**config.mk**
```make
export PLATFORM = sky130hd
export DESIGN_NAME = hsv_to_rgb_converter
export DESIGN_NICKNAME = d
export VERILOG_FILES = /design/src/sv/hsv_pkg.sv /design/src/sv/hsv_split.sv /design/src/sv/hsv_shade.sv /design/src/sv/hsv_cdiv.sv /design/src/sv/hsv_to_rgb_converter.sv
export VERILOG_INCLUDE_DIRS = /design/src /design/src/sv
export SDC_FILE = /design/constraint.sdc
export NUM_CORES = 2
export LEC_CHECK = 0
export BUFFER_PORTS_ARGS = -buffer_cell sky130_fd_sc_hd__clkbuf_2
export CAP_MARGIN = 20
export CORE_MARGIN = 2
export CORE_UTILIZATION = 60
export DETAILED_ROUTE_END_ITERATION = 8
export PLACE_DENSITY = 0.77
export SETUP_SLACK_MARGIN = 0.05
export SYNTH_ARGS = -nofsm -noshare
export SYNTH_HDL_FRONTEND = slang
export SYNTH_SLANG_ARGS = --single-unit
```
**constraint.sdc**
```tcl
create_clock -name clock -period 8.6 [get_ports clock]
set_input_delay 0.43 -clock clock [delete_from_list [all_inputs] [get_ports clock]]
set_output_delay 0.43 -clock clock [all_outputs]
set_load 0.05 [all_outputs]
```
**src/sv/hsv_to_rgb_converter_macros.svh**
```systemverilog
// Assertion macros shared by the HSV to RGB converter modules.
// No dependencies; included by the modules that carry checks.
`ifndef HSV_TO_RGB_CONVERTER_MACROS_SVH
`define HSV_TO_RGB_CONVERTER_MACROS_SVH

// Same-cycle implication, disabled during reset.
`define HSV_ASSERT_NOW(label, clk, rst, ante, cons) \
   label: assert property (@(posedge clk) disable iff (rst) (ante) |-> (cons)) \
      else $error("hsv_to_rgb_converter: check failed");

// Implication with a delay given by n, disabled during reset.
`define HSV_ASSERT_LATER(label, clk, rst, ante, n, cons) \
   label: assert property (@(posedge clk) disable iff (rst) (ante) |-> ##n (cons)) \
      else $error("hsv_to_rgb_converter: delayed check failed");

`endif

```
**src/sv/hsv_pkg.sv**
```systemverilog
// Shared widths, constants, sector codes and stage structs for the HSV to RGB converter.
// No dependencies.
package hsv_pkg;

   localparam int unsigned HUE_W  = 9;
   localparam int unsigned CH_W   = 8;
   localparam int unsigned REM_W  = 6;
   localparam int unsigned QT_W   = 14;  // holds 15300
   localparam int unsigned PP_W   = 16;  // v * (255 - s)
   localparam int unsigned PQ_W   = 22;  // v * (15300 - s*r)

   localparam int unsigned HUE_MAX        = 360;
   localparam int unsigned DEG_PER_SECTOR = 60;
   localparam int unsigned FULL_SCALE     = 255;
   localparam int unsigned QT_SCALE       = FULL_SCALE * DEG_PER_SECTOR;

   typedef enum logic [2:0] {
      SECT_RY   = 3'd0,
      SECT_YG   = 3'd1,
      SECT_GC   = 3'd2,
      SECT_CB   = 3'd3,
      SECT_BM   = 3'd4,
      SECT_MR   = 3'd5,
      SECT_WRAP = 3'd6   // hue of 360 or more (clamped to 360), behaves like SECT_RY
   } sector_type;

   typedef struct packed {
      logic                valid;
      sector_type          sector;
      logic [REM_W-1:0]    rem;
      logic [CH_W-1:0]     sat;
      logic [CH_W-1:0]     val;
   } split_type;

   typedef struct packed {
      logic                valid;
      sector_type          sector;
      logic [CH_W-1:0]     val;
      logic [PP_W-1:0]     pp;
      logic [PQ_W-1:0]     pq;
      logic [PQ_W-1:0]     pt;
   } shade_type;

   function automatic logic [HUE_W-1:0] sector_base(input sector_type sec);
      logic [HUE_W-1:0] base;
      case (sec)
         SECT_YG:   base = HUE_W'(1 * DEG_PER_SECTOR);
         SECT_GC:   base = HUE_W'(2 * DEG_PER_SECTOR);
         SECT_CB:   base = HUE_W'(3 * DEG_PER_SECTOR);
         SECT_BM:   base = HUE_W'(4 * DEG_PER_SECTOR);
         SECT_MR:   base = HUE_W'(5 * DEG_PER_SECTOR);
         SECT_WRAP: base = HUE_W'(HUE_MAX);
         default:   base = '0;
      endcase
      return base;
   endfunction

endpackage

```
**src/sv/hsv_split.sv**
```systemverilog
// Stage 1: clamps the hue and splits it into sector and remainder.
// Depends on hsv_pkg and the assertion macro header.
`include "hsv_to_rgb_converter_macros.svh"

module hsv_split
   import hsv_pkg::*;
(
   input  logic              clock,
   input  logic              reset,
   input  logic              in_valid,
   input  logic [HUE_W-1:0]  hue,
   input  logic [CH_W-1:0]   sat,
   input  logic [CH_W-1:0]   val,
   output split_type         split_out
);

   logic [HUE_W-1:0] hue_clamped;
   sector_type       sector_in;
   logic [HUE_W-1:0] rem_wide;
   logic             valid_ff;
   sector_type       sector_ff;
   logic [REM_W-1:0] rem_ff;
   logic [CH_W-1:0]  sat_ff;
   logic [CH_W-1:0]  val_ff;

   always_comb begin
      hue_clamped = (hue > HUE_W'(HUE_MAX)) ? HUE_W'(HUE_MAX) : hue;
      if (hue_clamped >= HUE_W'(HUE_MAX)) begin
         sector_in = SECT_WRAP;
      end else if (hue_clamped >= HUE_W'(5 * DEG_PER_SECTOR)) begin
         sector_in = SECT_MR;
      end else if (hue_clamped >= HUE_W'(4 * DEG_PER_SECTOR)) begin
         sector_in = SECT_BM;
      end else if (hue_clamped >= HUE_W'(3 * DEG_PER_SECTOR)) begin
         sector_in = SECT_CB;
      end else if (hue_clamped >= HUE_W'(2 * DEG_PER_SECTOR)) begin
         sector_in = SECT_GC;
      end else if (hue_clamped >= HUE_W'(DEG_PER_SECTOR)) begin
         sector_in = SECT_YG;
      end else begin
         sector_in = SECT_RY;
      end
      rem_wide = hue_clamped - sector_base(sector_in);
   end

   always_ff @(posedge clock) begin
      if (reset) begin
         valid_ff <= 1'b0;
      end else begin
         valid_ff <= in_valid;
      end
   end

   always_ff @(posedge clock) begin
      sector_ff <= sector_in;
      rem_ff    <= rem_wide[REM_W-1:0];
      sat_ff    <= sat;
      val_ff    <= val;
   end

   assign split_out = '{valid: valid_ff, sector: sector_ff, rem: rem_ff,
                        sat: sat_ff, val: val_ff};

   `HSV_ASSERT_NOW(a_rem_in_sector, clock, reset, valid_ff, rem_ff < REM_W'(DEG_PER_SECTOR))
   `HSV_ASSERT_NOW(a_wrap_rem_zero, clock, reset, valid_ff && (sector_ff == SECT_WRAP),
                   rem_ff == '0)
   `HSV_ASSERT_LATER(a_split_follows, clock, reset, in_valid, 1, valid_ff)

endmodule

```
**src/sv/hsv_shade.sv**
```systemverilog
// Stages 2 and 3: saturation products, then the brightness products of p, q and t.
// Depends on hsv_pkg.
module hsv_shade
   import hsv_pkg::*;
(
   input  logic       clock,
   input  logic       reset,
   input  split_type  split_in,
   output shade_type  shade_out
);

   // stage A: s*r, s*(60-r), 255-s
   logic [REM_W-1:0] rem_cmp;
   logic             a_valid_ff;
   sector_type       a_sector_ff;
   logic [CH_W-1:0]  a_val_ff;
   logic [QT_W-1:0]  a_sr_ff;
   logic [QT_W-1:0]  a_st_ff;
   logic [CH_W-1:0]  a_pe_ff;

   // stage B: brightness products
   logic [QT_W-1:0]  q_fac;
   logic [QT_W-1:0]  t_fac;
   logic             b_valid_ff;
   sector_type       b_sector_ff;
   logic [CH_W-1:0]  b_val_ff;
   logic [PP_W-1:0]  b_pp_ff;
   logic [PQ_W-1:0]  b_pq_ff;
   logic [PQ_W-1:0]  b_pt_ff;

   assign rem_cmp = REM_W'(DEG_PER_SECTOR) - split_in.rem;

   always_ff @(posedge clock) begin
      if (reset) begin
         a_valid_ff <= 1'b0;
         b_valid_ff <= 1'b0;
      end else begin
         a_valid_ff <= split_in.valid;
         b_valid_ff <= a_valid_ff;
      end
   end

   always_ff @(posedge clock) begin
      a_sector_ff <= split_in.sector;
      a_val_ff    <= split_in.val;
      a_sr_ff     <= QT_W'(split_in.sat) * QT_W'(split_in.rem);
      a_st_ff     <= QT_W'(split_in.sat) * QT_W'(rem_cmp);
      a_pe_ff     <= CH_W'(FULL_SCALE) - split_in.sat;
   end

   assign q_fac = QT_W'(QT_SCALE) - a_sr_ff;
   assign t_fac = QT_W'(QT_SCALE) - a_st_ff;

   always_ff @(posedge clock) begin
      b_sector_ff <= a_sector_ff;
      b_val_ff    <= a_val_ff;
      b_pp_ff     <= PP_W'(a_val_ff) * PP_W'(a_pe_ff);
      b_pq_ff     <= PQ_W'(a_val_ff) * PQ_W'(q_fac);
      b_pt_ff     <= PQ_W'(a_val_ff) * PQ_W'(t_fac);
   end

   assign shade_out = '{valid: b_valid_ff, sector: b_sector_ff, val: b_val_ff,
                        pp: b_pp_ff, pq: b_pq_ff, pt: b_pt_ff};

endmodule

```
**src/sv/hsv_cdiv.sv**
```systemverilog
// Division of an unsigned word by a constant: reciprocal estimate, registered,
// then a one-step correction. Depends on the assertion macro header.
`include "hsv_to_rgb_converter_macros.svh"

module hsv_cdiv #(
   parameter int unsigned XW  = 16,
   parameter int unsigned DIV = 255,
   parameter int unsigned QW  = 8
) (
   input  logic           clock,
   input  logic           reset,
   input  logic           in_valid,
   input  logic [XW-1:0]  x,
   output logic [QW-1:0]  quot
);

   // estimate floor(x*M / 2^XW) is the quotient or one less, since x < 2^XW
   localparam int unsigned M  = (2 ** XW) / DIV;
   localparam int unsigned MW = $clog2(M + 1);
   localparam int unsigned PW = XW + ((MW > QW) ? MW : QW);

   logic [PW-1:0] prod;
   logic          valid_ff;
   logic [XW-1:0] x_ff;
   logic [QW-1:0] q0_ff;
   logic [XW-1:0] back;
   logic [XW-1:0] rem;

   assign prod = PW'(x) * PW'(M);

   always_ff @(posedge clock) begin
      if (reset) begin
         valid_ff <= 1'b0;
      end else begin
         valid_ff <= in_valid;
      end
   end

   always_ff @(posedge clock) begin
      if (in_valid) begin
         x_ff  <= x;
         q0_ff <= prod[XW +: QW];
      end
   end

   assign back = XW'(q0_ff) * XW'(DIV);
   assign rem  = x_ff - back;
   assign quot = q0_ff + QW'(rem >= XW'(DIV));

   `HSV_ASSERT_NOW(a_one_correction, clock, reset, valid_ff,
                   {1'b0, rem} < (XW + 1)'(2 * DIV))
   `HSV_ASSERT_NOW(a_no_underflow, clock, reset, valid_ff, back <= x_ff)

endmodule

```
**src/sv/hsv_to_rgb_converter.sv**
```systemverilog
// Top level of the HSV to RGB converter: split, shade products, constant dividers, sector mux.
// Depends on hsv_pkg, hsv_split, hsv_shade, hsv_cdiv and the assertion macro header.
//
//   channel   ports                                    handshake
//   request   req_hue, req_saturation, req_brightness  start / busy
//   response  rsp_red, rsp_green, rsp_blue             rsp_valid strobe
//
// One pixel per cycle; rsp_valid follows start through the split, stage A, stage B, divider and output registers.
// After the split register the stages follow the multiply chain: s*r, then v*(15300 - s*r),
// then the reciprocal multiply of the divide by 15300, then correction plus sector mux.
// busy is never asserted; the pipeline has no stall path since responses
// cannot be held off. Synchronous reset clears all valid bits.
`include "hsv_to_rgb_converter_macros.svh"

module hsv_to_rgb_converter
   import hsv_pkg::*;
(
   input  logic              clock,
   input  logic              reset,
   input  logic              start,
   output logic              busy,
   input  logic [HUE_W-1:0]  req_hue,
   input  logic [CH_W-1:0]   req_saturation,
   input  logic [CH_W-1:0]   req_brightness,
   output logic              rsp_valid,
   output logic [CH_W-1:0]   rsp_red,
   output logic [CH_W-1:0]   rsp_green,
   output logic [CH_W-1:0]   rsp_blue
);

   logic            req_fire;
   split_type       split_s;
   shade_type       shade_s;
   logic [CH_W-1:0] p_val;
   logic [CH_W-1:0] q_val;
   logic [CH_W-1:0] t_val;
   logic            dv_valid_ff;
   sector_type      dv_sector_ff;
   logic [CH_W-1:0] dv_val_ff;
   logic [CH_W-1:0] red_in;
   logic [CH_W-1:0] green_in;
   logic [CH_W-1:0] blue_in;
   logic            out_valid_ff;
   logic [CH_W-1:0] red_ff;
   logic [CH_W-1:0] green_ff;
   logic [CH_W-1:0] blue_ff;

   assign busy     = 1'b0;
   assign req_fire = start && !busy;

   hsv_split u_split (
      .clock     (clock),
      .reset     (reset),
      .in_valid  (req_fire),
      .hue       (req_hue),
      .sat       (req_saturation),
      .val       (req_brightness),
      .split_out (split_s)
   );

   hsv_shade u_shade (
      .clock     (clock),
      .reset     (reset),
      .split_in  (split_s),
      .shade_out (shade_s)
   );

   hsv_cdiv #(.XW(PP_W), .DIV(FULL_SCALE), .QW(CH_W)) u_div_p (
      .clock    (clock),
      .reset    (reset),
      .in_valid (shade_s.valid),
      .x        (shade_s.pp),
      .quot     (p_val)
   );

   hsv_cdiv #(.XW(PQ_W), .DIV(QT_SCALE), .QW(CH_W)) u_div_q (
      .clock    (clock),
      .reset    (reset),
      .in_valid (shade_s.valid),
      .x        (shade_s.pq),
      .quot     (q_val)
   );

   hsv_cdiv #(.XW(PQ_W), .DIV(QT_SCALE), .QW(CH_W)) u_div_t (
      .clock    (clock),
      .reset    (reset),
      .in_valid (shade_s.valid),
      .x        (shade_s.pt),
      .quot     (t_val)
   );

   // sideband travels alongside the divider register
   always_ff @(posedge clock) begin
      if (reset) begin
         dv_valid_ff  <= 1'b0;
         out_valid_ff <= 1'b0;
      end else begin
         dv_valid_ff  <= shade_s.valid;
         out_valid_ff <= dv_valid_ff;
      end
   end

   always_ff @(posedge clock) begin
      dv_sector_ff <= shade_s.sector;
      dv_val_ff    <= shade_s.val;
   end

   always_comb begin
      case (dv_sector_ff)
         SECT_YG: begin
            red_in = q_val;     green_in = dv_val_ff; blue_in = p_val;
         end
         SECT_GC: begin
            red_in = p_val;     green_in = dv_val_ff; blue_in = t_val;
         end
         SECT_CB: begin
            red_in = p_val;     green_in = q_val;     blue_in = dv_val_ff;
         end
         SECT_BM: begin
            red_in = t_val;     green_in = p_val;     blue_in = dv_val_ff;
         end
         SECT_MR: begin
            red_in = dv_val_ff; green_in = p_val;     blue_in = q_val;
         end
         default: begin
            // red-to-yellow sector and the 360 wrap
            red_in = dv_val_ff; green_in = t_val;     blue_in = p_val;
         end
      endcase
   end

   always_ff @(posedge clock) begin
      red_ff   <= red_in;
      green_ff <= green_in;
      blue_ff  <= blue_in;
   end

   assign rsp_valid = out_valid_ff;
   assign rsp_red   = red_ff;
   assign rsp_green = green_ff;
   assign rsp_blue  = blue_ff;

   `HSV_ASSERT_LATER(a_fixed_latency, clock, reset, req_fire, 5, rsp_valid)
   `HSV_ASSERT_NOW(a_no_spurious_rsp, clock, reset, rsp_valid, $past(req_fire, 5))
   `HSV_ASSERT_NOW(a_shades_below_value, clock, reset, dv_valid_ff,
                   (p_val <= dv_val_ff) && (q_val <= dv_val_ff) && (t_val <= dv_val_ff))

endmodule
```
==> results.sh <==
export IMPL_htree_levels=1
export IMPL_synth_seq_cells=261
export IMPL_critPathLaunchType="flip-flop"
export IMPL_initial_core_util=0.609
export IMPL_ys_flop_type="dfxtp_1"
export IMPL_hold_path_class="in -> reg"
export IMPL_drive_gt1_frac=0.0444
export IMPL_wl_um=64200
export IMPL_clock_path_buffers=3
export IMPL_num_rows=82
export IMPL_tns_ns=0
export IMPL_die_height_um=230
export IMPL_crit_fanout=8
export IMPL_area_growth_pct=7.26
export IMPL_clockRootBuffer="clkbuf_16"
export IMPL_wl_per_cell_um=16.1
export IMPL_worstSetupPathType="reg -> reg"
export IMPL_max_cap_violations=0
export IMPL_cts_tree="done"
export IMPL_grt_pass1_vias=23356
export IMPL_multi_input_area_sq_um=22000
export IMPL_hold_violations=0
export IMPL_diodes=0
export IMPL_cp_end_kind="flip-flop"
export IMPL_place_congestion=0.913
export IMPL_io_pins=54
export IMPL_worst_ep_arrival_time_ns=8.28
export IMPL_worstSkewPairLatency_ns=0.58
export IMPL_fp_coreArea_sq_um=50400
export IMPL_slew_viol_final=0
export IMPL_rsz0062_at_grt="no"
export IMPL_min_period_ns=7.86
export IMPL_synth_top_cell_area_share=0.233
export IMPL_post_cts_buffers=0
export IMPL_post_cts_resized=0
export IMPL_worstMarginPinSlew_ns=0.854
export IMPL_die_w_um=230
export IMPL_seq_area_frac_synth=0.196
export IMPL_cts_made_buffers=30
export IMPL_postRouteAntennaNets=0
export IMPL_track_usage=0.251
export IMPL_firstDrtPassIters=5
export IMPL_post_route_drc_count=0
export IMPL_fill_cells=3951
export IMPL_clkTransAtPathRegs_ns=0.07
export IMPL_dieArea_sq_um=53000
export IMPL_syn_inst=3232
export IMPL_cp_slowest_cell="fa_1"
export IMPL_regArea_sq_um=6030
export IMPL_syn_nets=4130
export IMPL_finalCritPeriodShare=0.914
export IMPL_status="finished, final reports clean"
export IMPL_synth_top_cells_by_area="fa_1 (23%), ha_1 (21%), dfxtp_1 (12%)"
export IMPL_yosys_warnings=0
export IMPL_async_reset_ff_frac=0
export IMPL_vias=22064
export IMPL_synth_enable_flop_cells=80
export IMPL_antenna_found_initial=0
export IMPL_fmax_ghz=0.127
export IMPL_fin_skew_ns=0.0146
export IMPL_hpwl_um=52000
export IMPL_synthDistinctLibCells=76
export IMPL_synth_area_sq_um=30700
export IMPL_synth_area_per_cell_sq_um=9.50
export IMPL_grt_overflow_total=0
export IMPL_grt_max_degree=70
export IMPL_vias_per_cell=5.54
export IMPL_drt_iter0_drc=1226
export IMPL_setup_viol=0
export IMPL_port_buffers=52
export IMPL_numClockSinks=261
export IMPL_synth_largest_area_cell="fa_1"
export IMPL_maxSlewHeadroom=0.430
export IMPL_cpPeakStageDelay_ns=0.68
export IMPL_grt_pass1_wl_um=110000
export IMPL_worstPathRequired_ns=9.02
export IMPL_nets=4189
[flip-flops by register name, indices dropped and copies added, names as in the netlist, 8 cells and up]
register,flops
u_split.sat_ff,8
u_shade.b_val_ff,8
u_shade.a_val_ff,8
u_shade.b_pp_ff,16
u_div_t.q0_ff,8
rsp_red,8
u_div_q.x_ff,20
dv_val_ff,8
rsp_blue,8
u_div_t.x_ff,20
u_shade.b_pt_ff,21
u_shade.b_pq_ff,22
u_div_p.x_ff,16
rsp_green,8
u_split.val_ff,8
u_shade.a_pe_ff,8
u_shade.a_st_ff,13
u_div_p.q0_ff,8
u_div_q.q0_ff,8
u_shade.a_sr_ff,14
[cell usage after synthesis (all sizes together), types with 12 or more instances]
master,instances
dfxtp,181
xor2,65
a221oi,13
nand2b,20
o21bai,14
or3,12
nand4,22
nor3,39
edfxtp,80
inv,658
nor2b,29
nand2,270
xnor2,112
nand3,45
fa,357
and2,178
o21a,29
and3,13
a211oi,21
a21oi,111
a21o,42
o21ai,69
ha,513
a31oi,12
clkbuf,47
nor2,137
[per-stage QoR]
step / setup slack (ns) / instance area, sq um / utilization / cells / hold slack, ns
finish: 0.738 / 32900 / 0.654 / 3986 / 0.0635
global route: 0.207 / 32900 / 0.654 / 3986 / 0.0686
CTS: 0.798 / 32900 / 0.654 / 3986 / 0.0353
detailed placement: 0.836 / 31700 / 0.629 / 3915 / 0.312
global placement: 0.994 / 31700 / 0.629 / 3915 / 0.309
floorplan: 1.75 / 30700 / - / 3232 / 0.310
[timing repair]
action                                 CTS  global route
hold buffers                            16             0
endpoints found under the hold margin   16             0
setup endpoints to repair                0             0
[layout make-up]
class                           instances  share of cell area
Clock inverter                         19             0.00730
Clock buffer                           36              0.0257
Timing Repair Buffer                   78              0.0151
Multi-Input combinational cell       2260               0.668
Tap cell                              672              0.0255
Sequential cell                       261               0.183
Inverter                              660              0.0753
[kinds of logic (layout without fill, tap and decap cells)]
family | count (synthesis) | after routing | synth area share
mux | 12 | 12 | 0.00416
buf+inv | 711 | 793 | 0.0871
compound gates | 411 | 411 | 0.0944
fa+ha+maj | 871 | 871 | 0.442
xor+xnor | 177 | 177 | 0.0505
other cells | 1 | 1 | 0.000122
flops | 261 | 261 | 0.196
simple gates | 788 | 788 | 0.125
[worst max-delay path, delay by kind of cell, from the launching register on]
kind,cells,cell delay [ns]
DFF,1,0.58
buffers and inverters,2,0.13
xor gates and xnor gates,2,0.39
adders and majority gates,8,3.38
muxes,1,0.32
AOI/OAI and AO/OA,10,2.05
and+or+nand+nor,5,0.87
[path summary, 6_finish.rpt]
kind	start	endpoint	slack [ns]	cells after the start
worst max-delay path	u_div_t.q0_ff[5]$_DFFE_PP_	rsp_blue[6]$_DFF_P_	0.74	28
worst max register to register	u_div_t.q0_ff[5]$_DFFE_PP_	rsp_blue[6]$_DFF_P_	0.74	28
worst min-delay path	req_hue[1]	u_split.rem_ff[1]$_DFF_P_	0.06	2
worst min register to register	u_split.val_ff[2]$_DFF_P_	u_shade.a_val_ff[2]$_DFF_P_	0.32	0
[routing by layer]
metal	GRT usage	wire [um]
met5	0	0
met4	0.0565	1300
met3	0.0247	2690
met2	0.442	31500
met1	0.333	28700
[layout by cell type (no fill, tap or decap), drive strengths merged, types with 45 or more instances in the layout]
master,n
a21oi,111
clkbuf,88
and2,178
xnor2,112
inv,660
o21ai,69
nor2,137
xor2,65
fa,357
edfxtp,80
nand2,270
nand3,45
ha,513
dfxtp,181
Power is not shown: default switching activity piles up to over one toggle a cycle in this logic, so the estimate is an artifact.
